**src/hw/rtl/rcr_pkg.sv**
```systemverilog
// shared types, constants and the sine table for the column renderer
package rcr_pkg;

    // configuration register indexes
    localparam logic [1:0] CFG_FOV   = 2'd0;
    localparam logic [1:0] CFG_LIMIT = 2'd1;
    localparam logic [1:0] CFG_STEP  = 2'd2;

    // register reset values
    localparam logic [14:0] FOV_RESET   = 15'd8192;
    localparam logic [16:0] LIMIT_RESET = 17'd65536;
    localparam logic [11:0] STEP_RESET  = 12'd41;

    // glyph codes
    localparam logic [15:0] GLYPH_SPACE = 16'h0020;
    localparam logic [15:0] GLYPH_FULL  = 16'h2588;
    localparam logic [15:0] GLYPH_DARK  = 16'h2593;
    localparam logic [15:0] GLYPH_MED   = 16'h2592;
    localparam logic [15:0] GLYPH_LIGHT = 16'h2591;
    localparam logic [15:0] GLYPH_HASH  = 16'h0023;
    localparam logic [15:0] GLYPH_X     = 16'h0078;
    localparam logic [15:0] GLYPH_DOT   = 16'h002E;
    localparam logic [15:0] GLYPH_DASH  = 16'h002D;

    // divider sizing for the ceiling divide
    localparam int DIV_NUM_W = 23;
    localparam int DIV_DEN_W = 18;
    localparam int DIV_CNT_W = 5;

    // quarter-wave sine, Q1.14, 1/128 turn per entry
    localparam logic [14:0] QSIN [33] = '{
        15'd0,     15'd804,   15'd1606,  15'd2404,  15'd3196,  15'd3981,  15'd4756,
        15'd5520,  15'd6270,  15'd7005,  15'd7723,  15'd8423,  15'd9102,  15'd9760,
        15'd10394, 15'd11003, 15'd11585, 15'd12140, 15'd12665, 15'd13160, 15'd13623,
        15'd14053, 15'd14449, 15'd14811, 15'd15137, 15'd15426, 15'd15679, 15'd15893,
        15'd16069, 15'd16207, 15'd16305, 15'd16364, 15'd16384
    };

    // controller to datapath commands
    typedef struct packed {
        logic load;
        logic spread;
        logic angle;
        logic trig;
        logic premul;
        logic march;
        logic corr;
        logic ceil;
        logic fin;
        logic emit;
    } t_cmd;

    // datapath to controller status
    typedef struct packed {
        logic div_busy;
        logic march_done;
        logic emit_done;
    } t_sts;

    // interpolated sine of a 16-bit angle
    function automatic logic signed [15:0] sine_q14(input logic [15:0] a);
        logic [14:0] p;
        logic [5:0]  idx;
        logic [8:0]  frac;
        logic [14:0] lo;
        logic [9:0]  diff;
        logic [18:0] prod;
        logic [14:0] v;
        p = {1'b0, a[13:0]};
        if (a[14]) begin
            p = 15'h4000 - p;
        end
        idx  = p[14:9];
        frac = p[8:0];
        lo   = 15'd0;
        diff = 10'd0;
        prod = 19'd0;
        if (idx >= 6'd32) begin
            v = 15'd16384;
        end else begin
            lo   = QSIN[idx];
            diff = 10'(QSIN[idx + 6'd1] - lo);
            prod = 19'(diff) * 19'(frac);
            v    = lo + 15'(prod[18:9]);
        end
        return a[15] ? -$signed({1'b0, v}) : $signed({1'b0, v});
    endfunction

endpackage

```
**src/hw/rtl/rcr_div.sv**
```systemverilog
// restoring divider, one quotient bit per cycle
module rcr_div
    import rcr_pkg::*;
(
    input  logic                 i_clk,
    input  logic                 i_rst_n,
    input  logic                 i_start,
    input  logic [DIV_NUM_W-1:0] i_num,
    input  logic [DIV_DEN_W-1:0] i_den,
    output logic                 o_busy,
    output logic [DIV_NUM_W-1:0] o_quo
);
    logic                 r_busy;
    logic [DIV_CNT_W-1:0] r_cnt;
    logic [DIV_DEN_W-1:0] r_rem;
    logic [DIV_DEN_W-1:0] r_den;
    logic [DIV_NUM_W-1:0] r_quo;
    logic [DIV_DEN_W:0]   n_shift;
    logic                 n_bit;

    // trial subtract
    always_comb begin
        n_shift = {r_rem, r_quo[DIV_NUM_W-1]};
        n_bit   = n_shift >= {1'b0, r_den};
    end

    // control
    always_ff @(posedge i_clk) begin
        if (!i_rst_n) begin
            r_busy <= 1'b0;
            r_cnt  <= '0;
        end else if (i_start) begin
            r_busy <= 1'b1;
            r_cnt  <= DIV_CNT_W'(DIV_NUM_W - 1);
        end else if (r_busy) begin
            r_cnt  <= r_cnt - 1'b1;
            r_busy <= r_cnt != '0;
        end
    end

    // quotient and remainder
    always_ff @(posedge i_clk) begin
        if (i_start) begin
            r_quo <= i_num;
            r_rem <= '0;
            r_den <= i_den;
        end else if (r_busy) begin
            r_quo <= {r_quo[DIV_NUM_W-2:0], n_bit};
            r_rem <= n_bit ? DIV_DEN_W'(n_shift - {1'b0, r_den}) : n_shift[DIV_DEN_W-1:0];
        end
    end

    assign o_busy = r_busy;
    assign o_quo  = r_quo;
endmodule

```
**src/hw/rtl/rcr_ctrl.sv**
```systemverilog
// sequencer for one column: angle, march, distance, rows
module rcr_ctrl
    import rcr_pkg::*;
(
    input  logic i_clk,
    input  logic i_rst_n,
    input  logic i_in_valid,
    output logic o_in_stall,
    input  t_sts i_sts,
    output t_cmd o_cmd
);
    localparam logic [3:0] S_IDLE     = 4'd0;
    localparam logic [3:0] S_SPREAD   = 4'd1;
    localparam logic [3:0] S_SPREAD_W = 4'd2;
    localparam logic [3:0] S_ANGLE    = 4'd3;
    localparam logic [3:0] S_TRIG     = 4'd4;
    localparam logic [3:0] S_PREMUL   = 4'd5;
    localparam logic [3:0] S_MARCH    = 4'd6;
    localparam logic [3:0] S_CORR     = 4'd7;
    localparam logic [3:0] S_CEIL     = 4'd8;
    localparam logic [3:0] S_CEIL_W   = 4'd9;
    localparam logic [3:0] S_FIN      = 4'd10;
    localparam logic [3:0] S_EMIT     = 4'd11;

    logic [3:0] r_state;
    logic [3:0] n_state;

    // next state and commands
    always_comb begin
        n_state = r_state;
        o_cmd   = '0;
        case (r_state)
            S_IDLE: begin
                o_cmd.load = i_in_valid;
                if (i_in_valid) n_state = S_SPREAD;
            end
            S_SPREAD: begin
                o_cmd.spread = 1'b1;
                n_state      = S_SPREAD_W;
            end
            S_SPREAD_W: begin
                if (!i_sts.div_busy) n_state = S_ANGLE;
            end
            S_ANGLE: begin
                o_cmd.angle = 1'b1;
                n_state     = S_TRIG;
            end
            S_TRIG: begin
                o_cmd.trig = 1'b1;
                n_state    = S_PREMUL;
            end
            S_PREMUL: begin
                o_cmd.premul = 1'b1;
                n_state      = S_MARCH;
            end
            S_MARCH: begin
                o_cmd.march = 1'b1;
                if (i_sts.march_done) n_state = S_CORR;
            end
            S_CORR: begin
                o_cmd.corr = 1'b1;
                n_state    = S_CEIL;
            end
            S_CEIL: begin
                o_cmd.ceil = 1'b1;
                n_state    = S_CEIL_W;
            end
            S_CEIL_W: begin
                if (!i_sts.div_busy) n_state = S_FIN;
            end
            S_FIN: begin
                o_cmd.fin = 1'b1;
                n_state   = S_EMIT;
            end
            S_EMIT: begin
                o_cmd.emit = 1'b1;
                if (i_sts.emit_done) n_state = S_IDLE;
            end
            default: begin
                n_state = S_IDLE;
            end
        endcase
    end

    // state register
    always_ff @(posedge i_clk) begin
        if (!i_rst_n) begin
            r_state <= S_IDLE;
        end else begin
            r_state <= n_state;
        end
    end

    assign o_in_stall = r_state != S_IDLE;
endmodule

```
**src/hw/rtl/rcr_dp.sv**
```systemverilog
// datapath: registers, trig, march accumulators, ceiling and row output
module rcr_dp
    import rcr_pkg::*;
#(
    parameter int SCREEN_WIDTH  = 120,
    parameter int SCREEN_HEIGHT = 40,
    parameter int MAP_SIZE      = 16
) (
    input  logic        i_clk,
    input  logic        i_rst_n,
    input  logic        i_cfg_we,
    input  logic [1:0]  i_cfg_index,
    input  logic [16:0] i_cfg_data,
    input  logic [15:0] i_player_x,
    input  logic [15:0] i_player_y,
    input  logic [15:0] i_heading,
    input  logic [6:0]  i_column,
    input  t_cmd        i_cmd,
    output t_sts        o_sts,
    input  logic        i_out_stall,
    output logic        o_out_valid,
    output logic [5:0]  o_out_row,
    output logic [15:0] o_out_glyph,
    output logic        o_out_last
);
    localparam logic [23:0] H24      = 24'(SCREEN_HEIGHT);
    localparam logic [23:0] HK       = 24'(SCREEN_HEIGHT * 8192);
    localparam logic [11:0] H12      = 12'(SCREEN_HEIGHT);
    localparam logic [5:0]  ROW_LAST = 6'(SCREEN_HEIGHT - 1);
    localparam logic [19:0] MAP_LIM  = 20'(MAP_SIZE * 4096);
    localparam logic [3:0]  CELL_END = 4'(MAP_SIZE - 1);
    // reciprocal of the screen width, exact for any 22-bit column product
    localparam int          SPREAD_K = 22 + $clog2(SCREEN_WIDTH);
    localparam logic [22:0] SPREAD_M = 23'(((64'd1 << SPREAD_K) + 64'(SCREEN_WIDTH) - 64'd1)
                                           / 64'(SCREEN_WIDTH));

    // configuration
    logic [14:0] r_fov;
    logic [16:0] r_limit;
    logic [11:0] r_step;

    always_ff @(posedge i_clk) begin
        if (!i_rst_n) begin
            r_fov   <= FOV_RESET;
            r_limit <= LIMIT_RESET;
            r_step  <= STEP_RESET;
        end else if (i_cfg_we) begin
            case (i_cfg_index)
                CFG_FOV:   r_fov   <= i_cfg_data[14:0];
                CFG_LIMIT: r_limit <= i_cfg_data;
                CFG_STEP:  r_step  <= i_cfg_data[11:0];
                default:   ;
            endcase
        end
    end

    logic [15:0]        r_px, r_py, r_head;
    logic [6:0]         r_col;
    logic [21:0]        r_sprod;
    logic [15:0]        r_ray, r_off;
    logic signed [15:0] r_sx, r_sy, r_co;
    logic signed [32:0] r_stepx, r_stepy, r_ax, r_ay;
    logic [16:0]        r_dist;
    logic               r_mdone;
    logic [16:0]        r_corr;
    logic signed [6:0]  r_ceil;
    logic               r_cdiv;
    logic signed [7:0]  r_floor;
    logic [15:0]        r_shade;
    logic [5:0]         r_row;

    // ceiling divider
    logic                 div_start, div_busy;
    logic [DIV_NUM_W-1:0] div_num, div_quo;
    logic [DIV_DEN_W-1:0] div_den;

    logic [11:0] eff_step;
    logic [23:0] hc, num_pos, num_neg;
    logic        ceil_pos;
    logic [17:0] twoc;
    logic [44:0] spread_prod;
    logic [15:0] spread_val;

    always_comb begin
        eff_step    = (r_step == '0) ? 12'd1 : r_step;
        hc          = H24 * {7'd0, r_corr};
        ceil_pos    = hc >= HK;
        num_pos     = hc - HK;
        num_neg     = HK - hc;
        twoc        = {r_corr, 1'b0};
        div_start   = i_cmd.ceil && r_corr != '0 && ceil_pos;
        div_num     = num_pos[DIV_NUM_W-1:0];
        div_den     = twoc;
        // column spread by reciprocal multiply
        spread_prod = 45'(r_sprod) * 45'(SPREAD_M);
        spread_val  = 16'(spread_prod >> SPREAD_K);
    end

    rcr_div u_div (
        .i_clk   (i_clk),
        .i_rst_n (i_rst_n),
        .i_start (div_start),
        .i_num   (div_num),
        .i_den   (div_den),
        .o_busy  (div_busy),
        .o_quo   (div_quo)
    );

    // ray point test
    logic signed [19:0] rx, ry;
    logic               out_x, out_y, wall, outside, blocked;

    always_comb begin
        rx      = $signed({4'd0, r_px}) + 20'(r_ax >>> 14);
        ry      = $signed({4'd0, r_py}) + 20'(r_ay >>> 14);
        out_x   = rx[19] || ($unsigned(rx) >= MAP_LIM);
        out_y   = ry[19] || ($unsigned(ry) >= MAP_LIM);
        outside = out_x || out_y;
        wall    = rx[15:12] == 4'd0 || ry[15:12] == 4'd0 ||
                  rx[15:12] == CELL_END || ry[15:12] == CELL_END;
        blocked = outside || wall;
    end

    // ceiling after the divide, floor row and wall shade
    logic signed [6:0] eff_ceil;
    logic [18:0]       c1, c2, c3, c4;
    logic [31:0]       corr_prod;

    always_comb begin
        eff_ceil  = r_cdiv ? $signed(div_quo[6:0]) : r_ceil;
        c1        = {2'd0, r_corr};
        c2        = {1'b0, r_corr, 1'b0};
        c3        = c1 + c2;
        c4        = {r_corr, 2'b00};
        corr_prod = 32'(r_dist) * 32'(r_co[14:0]);
    end

    // per-column work
    always_ff @(posedge i_clk) begin
        if (i_cmd.load) begin
            r_px   <= i_player_x;
            r_py   <= i_player_y;
            r_head <= i_heading;
            r_col  <= i_column;
        end
        if (i_cmd.spread) begin
            r_sprod <= 22'(r_col) * 22'(r_fov);
        end
        if (i_cmd.angle) begin
            r_ray <= r_head - {2'd0, r_fov[14:1]} + spread_val;
            r_off <= {2'd0, r_fov[14:1]} - spread_val;
        end
        if (i_cmd.trig) begin
            r_sx <= sine_q14(r_ray);
            r_sy <= sine_q14(r_ray + 16'h4000);
            r_co <= sine_q14(r_off + 16'h4000);
        end
        if (i_cmd.premul) begin
            r_stepx <= 33'(r_sx * $signed({1'b0, eff_step}));
            r_stepy <= 33'(r_sy * $signed({1'b0, eff_step}));
            r_ax    <= 33'(r_sx * $signed({1'b0, eff_step}));
            r_ay    <= 33'(r_sy * $signed({1'b0, eff_step}));
            r_dist  <= (r_limit == '0) ? 17'd0 : 17'(eff_step);
        end else if (i_cmd.march && !r_mdone) begin
            if (blocked) begin
                if (outside) r_dist <= r_limit;
            end else if (r_dist < r_limit) begin
                r_dist <= r_dist + 17'(eff_step);
                r_ax   <= r_ax + r_stepx;
                r_ay   <= r_ay + r_stepy;
            end
        end
        if (i_cmd.corr) begin
            r_corr <= (r_co > 16'sd0) ? corr_prod[30:14] : 17'd0;
        end
        if (i_cmd.ceil) begin
            r_cdiv <= r_corr != '0 && ceil_pos;
            if (r_corr == '0) begin
                r_ceil <= -7'sd1;
            end else if (!ceil_pos) begin
                r_ceil <= (num_neg < {6'd0, twoc}) ? 7'sd0 : -7'sd1;
            end
        end
        if (i_cmd.fin) begin
            r_ceil  <= eff_ceil;
            r_cdiv  <= 1'b0;
            r_floor <= 8'(SCREEN_HEIGHT) - 8'(eff_ceil);
            if (c4 <= {2'd0, r_limit})      r_shade <= GLYPH_FULL;
            else if (c3 <= {2'd0, r_limit}) r_shade <= GLYPH_DARK;
            else if (c2 <= {2'd0, r_limit}) r_shade <= GLYPH_MED;
            else if (c1 <= {2'd0, r_limit}) r_shade <= GLYPH_LIGHT;
            else                            r_shade <= GLYPH_SPACE;
        end
    end

    // march stop flag
    always_ff @(posedge i_clk) begin
        if (!i_rst_n) begin
            r_mdone <= 1'b0;
        end else if (i_cmd.premul) begin
            r_mdone <= r_limit == '0;
        end else if (i_cmd.march && !r_mdone) begin
            r_mdone <= blocked || r_dist >= r_limit;
        end
    end

    // glyph of the current row
    logic [11:0] rr;
    logic [15:0] glyph;
    logic        load;

    always_comb begin
        rr = H12 - {6'd0, r_row};
        if ($signed({2'b00, r_row}) <= 8'(r_ceil)) begin
            glyph = GLYPH_SPACE;
        end else if ($signed({2'b00, r_row}) <= r_floor) begin
            glyph = r_shade;
        end else if ((rr << 3) < H12) begin
            glyph = GLYPH_HASH;
        end else if ((rr << 2) < H12) begin
            glyph = GLYPH_X;
        end else if ((rr << 3) < 12'(3 * H12)) begin
            glyph = GLYPH_DOT;
        end else if (12'(rr * 12'd20) < 12'(9 * H12)) begin
            glyph = GLYPH_DASH;
        end else begin
            glyph = GLYPH_SPACE;
        end
        load = i_cmd.emit && (!o_out_valid || !i_out_stall);
    end

    // output register, freed by a transfer
    always_ff @(posedge i_clk) begin
        if (!i_rst_n) begin
            o_out_valid <= 1'b0;
        end else if (load) begin
            o_out_valid <= 1'b1;
        end else if (!i_out_stall) begin
            o_out_valid <= 1'b0;
        end
    end

    always_ff @(posedge i_clk) begin
        if (i_cmd.fin) begin
            r_row <= '0;
        end else if (load) begin
            r_row <= r_row + 1'b1;
        end
        if (load) begin
            o_out_row   <= r_row;
            o_out_glyph <= glyph;
            o_out_last  <= r_row == ROW_LAST;
        end
    end

    assign o_sts.div_busy   = div_busy;
    assign o_sts.march_done = r_mdone;
    assign o_sts.emit_done  = load && r_row == ROW_LAST;
endmodule

```
**src/hw/rtl/raycast_column_renderer.sv**
```systemverilog
// an accepted column runs through spread, angle, trig and the march, n = march steps
// (at most draw_limit/march_step + 1), then distance correction and the ceiling divide,
// skipped when the ceiling needs no divide, then one row per cycle while not stalled
// one column in flight at a time, its pace set by the one-point-per-cycle march loop and,
// when needed, one pass through the bit-serial ceiling divider
// reset: configuration registers take their default values, control returns to idle, no output valid
module raycast_column_renderer
    import rcr_pkg::*;
#(
    parameter int SCREEN_WIDTH  = 120,
    parameter int SCREEN_HEIGHT = 40,
    parameter int MAP_SIZE      = 16
) (
    input  logic        i_clk,
    input  logic        i_rst_n,
    input  logic        i_cfg_we,
    input  logic [1:0]  i_cfg_index,
    input  logic [16:0] i_cfg_data,
    input  logic        i_in_valid,
    output logic        o_in_stall,
    input  logic [15:0] i_player_x,
    input  logic [15:0] i_player_y,
    input  logic [15:0] i_heading,
    input  logic [6:0]  i_column,
    output logic        o_out_valid,
    input  logic        i_out_stall,
    output logic [5:0]  o_out_row,
    output logic [15:0] o_out_glyph,
    output logic        o_out_last
);
    t_cmd cmd;
    t_sts sts;

    // sequencer
    rcr_ctrl u_ctrl (
        .i_clk      (i_clk),
        .i_rst_n    (i_rst_n),
        .i_in_valid (i_in_valid),
        .o_in_stall (o_in_stall),
        .i_sts      (sts),
        .o_cmd      (cmd)
    );

    // datapath
    rcr_dp #(
        .SCREEN_WIDTH  (SCREEN_WIDTH),
        .SCREEN_HEIGHT (SCREEN_HEIGHT),
        .MAP_SIZE      (MAP_SIZE)
    ) u_dp (
        .i_clk       (i_clk),
        .i_rst_n     (i_rst_n),
        .i_cfg_we    (i_cfg_we),
        .i_cfg_index (i_cfg_index),
        .i_cfg_data  (i_cfg_data),
        .i_player_x  (i_player_x),
        .i_player_y  (i_player_y),
        .i_heading   (i_heading),
        .i_column    (i_column),
        .i_cmd       (cmd),
        .o_sts       (sts),
        .i_out_stall (i_out_stall),
        .o_out_valid (o_out_valid),
        .o_out_row   (o_out_row),
        .o_out_glyph (o_out_glyph),
        .o_out_last  (o_out_last)
    );

    // one column in flight at a time
    assert property (@(posedge i_clk) disable iff (!i_rst_n)
        (i_in_valid && !o_in_stall) |=> o_in_stall)
        else $error("input taken while a column is in flight");

    // last marks the bottom row only
    assert property (@(posedge i_clk) disable iff (!i_rst_n)
        (o_out_valid && o_out_last) |-> (o_out_row == 6'(SCREEN_HEIGHT - 1)))
        else $error("last flag on a row other than the bottom");

    // rows follow one another without gaps
    assert property (@(posedge i_clk) disable iff (!i_rst_n)
        (o_out_valid && !i_out_stall && !o_out_last)
        |=> (o_out_valid && o_out_row == $past(o_out_row) + 6'd1))
        else $error("row sequence broken");
endmodule
```
**config.mk**
```make
export PLATFORM = sky130hd
export DESIGN_NAME = raycast_column_renderer
export DESIGN_NICKNAME = d
export VERILOG_FILES = /design/src/hw/rtl/rcr_pkg.sv /design/src/hw/rtl/rcr_div.sv /design/src/hw/rtl/rcr_ctrl.sv /design/src/hw/rtl/rcr_dp.sv /design/src/hw/rtl/raycast_column_renderer.sv
export SDC_FILE = /design/constraint.sdc
export NUM_CORES = 2
export LEC_CHECK = 0
export BUFFER_PORTS_ARGS = -buffer_cell sky130_fd_sc_hd__buf_2
export CORE_MARGIN = 10
export CORE_UTILIZATION = 30
export DETAILED_ROUTE_END_ITERATION = 6
export GPL_ROUTABILITY_DRIVEN = 0
export PLACE_DENSITY = 0.5
export RECOVER_POWER = 100
export SYNTH_ARGS = -nofsm -noshare
export SYNTH_HDL_FRONTEND = slang
export SYNTH_SLANG_ARGS = --single-unit
export TNS_END_PERCENT = 100
```
**constraint.sdc**
```tcl
create_clock -name i_clk -period 15.13 [get_ports i_clk]
set_input_delay 2.2695 -clock i_clk [delete_from_list [all_inputs] [get_ports i_clk]]
set_output_delay 2.2695 -clock i_clk [all_outputs]
set_load 0.02 [all_outputs]
```
### Word level (Yosys, flattened, before mapping)

Memory sizes are Yosys's and may differ from the RTL's.
Cells that the tools add are included.

| word-level totals | value |
|---|---|
| register bits | 496 |
| output and inout port bits | 25 |
| ROM bits | 5760 |
| input port bits | 79 |
| memories | 6 |
| word-level logic and storage cells | 273 |

Memories:

| memory | depth | bits a word | read ports | clocked after Yosys merged registers in | write ports | RTL line | source |
|---|---|---|---|---|---|---|---|
| (no name shown) | 64 | 15 | 1 | 0 | 0 | rcr_pkg.sv:81 | `lo = QSIN[idx];` |
| (no name shown) | 64 | 15 | 1 | 0 | 0 | rcr_pkg.sv:82 | `diff = 10'(QSIN[idx + 6'd1] - lo);` |
| (no name shown) | 64 | 15 | 1 | 0 | 0 | rcr_pkg.sv:81 |  |
| (no name shown) | 64 | 15 | 1 | 0 | 0 | rcr_pkg.sv:82 |  |
| (no name shown) | 64 | 15 | 1 | 0 | 0 | rcr_pkg.sv:81 |  |
| (no name shown) | 64 | 15 | 1 | 0 | 0 | rcr_pkg.sv:82 |  |

| cells by class | value |
|---|---|
| order comparisons | 27 |
| add/sub/neg operators | 33 |
| multiply operators | 10 |
| equality and inequality tests | 25 |
| multiplexer cells | 83 |
| reduce and logical (&&, ||, !) cells | 42 |
| bitwise operators | 7 |

Operator list:

| cell | count |
|---|---|
| two-way mux 15 bit | 21 |
| two-way mux 33 bit | 8 |
| two-way mux 17 bit | 5 |
| adder 33 bit | 2 |
| two-way mux 16 bit | 4 |
| two-way mux 10 bit | 6 |
| multiplier 16 x 13 -> 29 bit | 2 |
| multiplier 10 x 9 -> 19 bit | 3 |
| negator 15 -> 16 bit | 3 |
| one-hot mux 4 bit (12 select lines) | 1 |
| two-way mux 23 bit | 2 |
| adder 15 x 10 -> 15 bit | 3 |
| multiplier 22 x 23 -> 45 bit (second input constant) | 1 |
| subtractor 15 x 14 -> 15 bit (first input constant) | 3 |
| greater-or-equal comparator 7 bit (second input constant) | 6 |
| two-way mux 7 bit | 6 |
| inverter 6 -> 7 bit | 6 |
| adder 17 x 19 -> 20 bit | 2 |
| greater-or-equal comparator 20 x 17 -> 1 bit (second input constant) | 2 |
| <= comparator 19 x 17 -> 1 bit | 2 |
| zero test 17 bit | 2 |
| adder 16 x 15 -> 16 bit (second input constant) | 2 |
| multiplier 17 x 15 -> 31 bit | 1 |
| subtractor 10 bit | 3 |
| other kinds (63) | 131 |

### Depth between registers and ports, before layout

| depth | value |
|---|---|
| depth after elaboration | 16 |
| mapped depth | 55 |
| gate-level depth less buffers | 50 |

### Modules after synthesis

A second synthesis with hierarchy kept.

| second synthesis, totals | value |
|---|---|
| cell total of the unflattened synthesis | 8500 |
| area, all modules | 76164.3 um2 |

By module, submodules not included:

| module | cells an instance | instances | sequential area each (um2) | area an instance (um2) |
|---|---|---|---|---|
| rcr_dp | 8065 | 1 | 11601.1 | 71767.6 |
| rcr_div | 383 | 1 | 1711.6 | 4037.6 |
| rcr_ctrl | 52 | 1 | 80.1 | 359.1 |

### Least setup slack after synthesis

OpenSTA, ideal clock, no wires.

| timing path | value |
|---|---|
| path type | register to register |
| start | register u_dp.r_ray[0] |
| end | register u_dp.r_sx[15], data pin |
| arrival time | 11908 ps |
| cell stages (with the launch flop) | 54 |
| data required time | 14866 ps |
| library setup time | 264 ps |
| setup slack | 2958 ps |
| buffers on the path | 5 |
| clock period less this slack | 12172 ps |
| cell sequence | edfxtp_1 clkbuf_1 inv_1 ha_1 or4b_4 buf_6 o41ai_2 xnor2_1 clkbuf_1 ha_1 inv_1 ha_1 clkbuf_1 clkbuf_1 nor3_1 a21oi_1 o22ai_1 o21ai_0 (+18 left out) inv_1 ha_1 and3_1 a21oi_1 o21ai_0 o211a_1 o21a_1 o21a_1 o31ai_1 xnor2_1 ha_1 a21oi_1 o31ai_1 a21oi_1 nor2_1 nand3b_1 mux2_2 o41a_1 |

| on the way | value |
|---|---|
| word-level cells in the longest chain between the ends | 14 |
| elaborated cells between the ends (all ways) | 19 |
| classes of those cells | add/sub (5); mul (1); order compare (1); mux (8); bitwise (2); memory (2) |

Ends and longest elaborated chain:

| item | RTL line | source |
|---|---|---|
| start, declared | rcr_dp.sv:60 | `logic [15:0] r_ray, r_off;` |
| start signal, assigned | rcr_dp.sv:150 | `r_ray <= r_head - {2'd0, r_fov[14:1]} + spread_val;` |
| subtractor 15 x 14 -> 15 bit | rcr_pkg.sv:71 | `p = 15'h4000 - p;` |
| two-way mux 15 bit * | rcr_pkg.sv:70 | `if (a[14]) begin` |
| two-way mux 15 bit * | rcr_dp.sv:153 | `if (i_cmd.trig) begin` |
| adder 6 x 1 -> 6 bit | rcr_pkg.sv:82 |  |
| inverter 6 -> 7 bit (implied by the code) | rcr_pkg.sv:82 |  |
| memory (64 x 15 bit) | - |  |
| two-way mux 10 bit (implied by the code) (2 in a row) | rcr_pkg.sv:82 |  |
| subtractor 10 bit | rcr_pkg.sv:82 |  |
| multiplier 10 x 9 -> 19 bit | rcr_pkg.sv:83 | `prod = 19'(diff) * 19'(frac);` |
| adder 15 x 10 -> 15 bit | rcr_pkg.sv:84 | `v = lo + 15'(prod[18:9]);` |
| two-way mux 15 bit * | rcr_pkg.sv:78 | `if (idx >= 6'd32) begin` |
| two-way mux 15 bit * | rcr_dp.sv:153 |  |
| negator 15 -> 16 bit * | rcr_pkg.sv:86 | `return a[15] ? -$signed({1'b0, v}) : $signed({1'b0, v});` |
| end signal, assigned | rcr_dp.sv:154 | `r_sx <= sine_q14(r_ray);` |
| end, declared | rcr_dp.sv:61 | `logic signed [15:0] r_sx, r_sy, r_co;` |

Mark *: on every way between the ends. The rest lies on a longest branch, timed or not. The select of a mux whose other input is x is not followed.
A chain may end at the register's enable or synchronous reset.

### Worst setup path in the final report

| timing path | value |
|---|---|
| start | register u_dp.r_ray[14] |
| end | register u_dp.r_sy[13], data pin |

| on the way | value |
|---|---|
| word-level cells in the longest chain between the ends | 15 |
| elaborated cells between the ends (all ways) | 20 |
| classes of those cells | add/sub (5); mul (1); order compare (1); mux (9); bitwise (2); memory (2) |

Ends and longest elaborated chain:

| item | RTL line | source |
|---|---|---|
| adder 16 x 15 -> 16 bit * | rcr_dp.sv:155 | `r_sy <= sine_q14(r_ray + 16'h4000);` |
| two-way mux 15 bit | rcr_pkg.sv:70 |  |
| two-way mux 15 bit | rcr_dp.sv:153 |  |
| adder 6 x 1 -> 6 bit | rcr_pkg.sv:82 |  |
| inverter 6 -> 7 bit (implied by the code) | rcr_pkg.sv:82 |  |
| memory (64 x 15 bit) | - |  |
| two-way mux 10 bit (implied by the code) (2 in a row) | rcr_pkg.sv:82 |  |
| subtractor 10 bit | rcr_pkg.sv:82 |  |
| multiplier 10 x 9 -> 19 bit | rcr_pkg.sv:83 |  |
| adder 15 x 10 -> 15 bit | rcr_pkg.sv:84 |  |
| two-way mux 15 bit | rcr_pkg.sv:78 |  |
| two-way mux 15 bit | rcr_dp.sv:153 |  |
| negator 15 -> 16 bit | rcr_pkg.sv:86 |  |
| two-way mux 15 bit * | rcr_pkg.sv:86 |  |
| end signal, assigned | rcr_dp.sv:155 |  |
| end, declared | rcr_dp.sv:61 |  |

Marks and branches as above.

==> results.sh <==
export IMPL_cts_tree="built"
export IMPL_worstMarginPinSlew_ns=4.72
export IMPL_fmax_ghz=0.0724
export IMPL_synth_edf_count=391
export IMPL_finalSetupViolations=0
export IMPL_layout_common_cells="1268 x inv_1, 994 x ha_1, 945 x nand2_1"
export IMPL_whs_endpoint="u_dp.r_step[0]"
export IMPL_grt_pass1_vias=61000
export IMPL_cts_hold_buf=0
export IMPL_drcViolationCount=0
export IMPL_ant_nets=0
export IMPL_num_io_pins=104
export IMPL_layout_commonest_cell="inv_1"
export IMPL_r2r_start="u_dp.r_ray[14]"
export IMPL_area_growth_pct=8.22
export IMPL_antenna_found_initial=14
export IMPL_post_drt_via_cell_ratio=4.98
export IMPL_drt_met1_wl_um=98400
export IMPL_cts_root_buf="clkbuf_16"
export IMPL_period_needed_ns=13.82
export IMPL_grt_setup_unrepaired="false"
export IMPL_post_cts_buffers=0
export IMPL_synthCells=8551
export IMPL_cts_sinks=472
export IMPL_vias=59200
export IMPL_wl_per_cell_um=17.6
export IMPL_drv_cap=15
export IMPL_synth_cell_types=111
export IMPL_wl_met2_um=96100
export IMPL_globalRouteOverflowTotal=0
export IMPL_slowest_stage="edfxtp_1"
export IMPL_dr_pass1_iters=6
export IMPL_yosys_warnings=0
export IMPL_grt_usage=0.149
export IMPL_nFillCells=26500
export IMPL_critPathCaptureType="flop"
export IMPL_seq_area_frac_synth=0.175
export IMPL_crit_arrival_ns=14.24
export IMPL_grt_max_degree=75
export IMPL_synth_seq_cells=472
export IMPL_dp_hpwl_um=165000
export IMPL_drtIter0Drc=3785
export IMPL_cp_num_buf_inv=8
export IMPL_clock_path_buffers=3
export IMPL_crit_required_ns=15.55
export IMPL_hold_path_depth=2
export IMPL_chipWidth_um=525
export IMPL_fin_skew_ns=0.0344
export IMPL_clk_pin_slew_worst_paths_ns=0.06
export IMPL_dieArea_sq_mm=0.275
export IMPL_cts_resized=0
export IMPL_fin_setup_tns_ns=0
export IMPL_hp_start="u_dp.r_step[0]"
export IMPL_status="complete, but fails checks"
export IMPL_wl_um=209000
export IMPL_clk_latency_ns=0.70
export IMPL_critical_path_max_fanout=29
export IMPL_critPathMaxStageDelay_ns=1.02
export IMPL_grt_pass1_wl_um=339000
export IMPL_h_tree_depth=3
export IMPL_fin_crit_sh=0.913
export IMPL_r2r_setup_slack_ns=1.31
export IMPL_synth_area_sq_mm=0.0764
export IMPL_syn_avg_cell_area_sq_um=8.94
export IMPL_critPathKind="reg -> reg"
export IMPL_row_count=185
export IMPL_drive_gt1_frac=0.0401
export IMPL_hold_viol_final=0
export IMPL_crit_family="adder cells"
export IMPL_cp_start_kind="flop"
export IMPL_die_h_um=525
export IMPL_slew_violations=603
export IMPL_io_buffer_count=98
export IMPL_initial_core_util=0.301
export IMPL_hold_class="reg -> reg"
export IMPL_synthArstFlopShare=0
export IMPL_yosys_most_used_dff="edfxtp_1"
export IMPL_violations="capacitance limit, slew limit"
export IMPL_core_area_sq_mm=0.254
export IMPL_dr_wl_met3_um=9110
export IMPL_slew_headroom=-2.15
export IMPL_cts_made_buffers=66
export IMPL_r2r_end="u_dp.r_sy[13]"
export IMPL_r2r_worst_path_cells=46
export IMPL_nets=10400
export IMPL_highest_layer="met5"
==> layer usage <==
layer  vias up  GRT usage
met5         -          0
met2      1405      0.245
met1     29100      0.208
met3       277     0.0165
met4         2     0.0430
li1      28400          -
==> registers in the layout (all words and copies together), names as in the netlist, 12 cells and up <==
register	flops
u_dp.r_stepy	29
u_dp.r_sy	16
u_dp.r_sx	16
u_dp.r_corr	17
u_dp.r_dist	17
u_dp.r_ax	33
u_dp.r_fov	15
u_dp.r_off	16
u_dp.r_ray	16
u_dp.r_py	16
u_dp.r_sprod	22
u_dp.r_head	16
u_dp.u_div.r_rem	18
u_dp.r_step	12
u_dp.r_co	16
u_dp.r_ay	33
u_dp.r_stepx	29
u_dp.r_px	16
u_dp.u_div.r_den	17
u_dp.u_div.o_quo	23
u_dp.r_limit	17
==> cells in the mapped netlist, types with 54 or more instances <==
library cell / instances / area share
a211oi_1: 73 / 0.0072
a21boi_0: 54 / 0.0053
a21o_1: 132 / 0.013
a21oi_1: 404 / 0.026
and2_1: 350 / 0.029
clkbuf_1: 282 / 0.014
dfxtp_1: 81 / 0.021
edfxtp_1: 391 / 0.15
fa_1: 871 / 0.23
ha_1: 994 / 0.16
inv_1: 1267 / 0.062
nand2_1: 945 / 0.046
nand2b_1: 89 / 0.0073
nand3_1: 110 / 0.0072
nand4_1: 58 / 0.0047
nor2_1: 537 / 0.026
nor2b_1: 85 / 0.0070
nor3_1: 128 / 0.0084
o211ai_1: 62 / 0.0061
o21a_1: 90 / 0.0088
o21ai_0: 290 / 0.019
or3_1: 54 / 0.0044
xnor2_1: 316 / 0.036
xor2_1: 139 / 0.016
==> final cells by class <==
cell class | instances | area, sq um | share of cell area
Multi-Input combinational cell | 6478 | 57000 | 0.689
Sequential cell | 472 | 13400 | 0.162
Inverter | 1277 | 4790 | 0.0580
Tap cell | 3366 | 4210 | 0.0509
Clock buffer | 79 | 1830 | 0.0221
Timing Repair Buffer | 176 | 962 | 0.0116
Clock inverter | 42 | 543 | 0.00656
Antenna cell | 10 | 25.0 | 0.000302
==> worst min-delay path, stage by stage (launching register included) <==
cell,delay [ns]
dfxtp_1,0.31
nand2_1,0.05
nand3_1,0.06
==> worst max path at each step <==
stage	start	cells after the start	endpoint
finish	u_dp.r_ray[14]	46	u_dp.r_sy[13]
global route	u_dp.r_ray[14]	47	u_dp.r_sy[14]
CTS	u_dp.r_off[4]	48	u_dp.r_co[14]
detailed placement	u_dp.r_off[4]	48	u_dp.r_co[14]
global placement	u_dp.r_ray[0]	49	u_dp.r_sx[15]
floorplan	u_dp.r_ray[0]	53	u_dp.r_sx[15]
==> per-stage QoR <==
stage / util / area [sq um] / hold WS (ns) / setup slack, ns / cells
after global placement: 0.317 / 80500 / 0.459 / 1.90 / 11800
after detailed placement: 0.317 / 80500 / 0.467 / 1.65 / 11800
after floorplan: - / 76500 / 0.442 / 2.96 / 8555
after global routing: 0.326 / 82700 / 0.506 / 0.158 / 11900
final: 0.326 / 82700 / 0.482 / 1.31 / 11900
after CTS: 0.326 / 82900 / 0.480 / 1.58 / 11900
==> logic make-up after synthesis <==
kind of cell / Yosys count / synth area share
simple gates: 2558 / 0.160
compound gates: 1522 / 0.132
buf+inv: 1605 / 0.0797
xor+xnor: 459 / 0.0531
fa+ha+maj: 1865 / 0.391
other cells: 1 / 0.0000491
mux: 69 / 0.00969
flops: 472 / 0.175
Power is not shown: default switching activity piles up to over one toggle a cycle in this logic, so the estimate is an artifact.
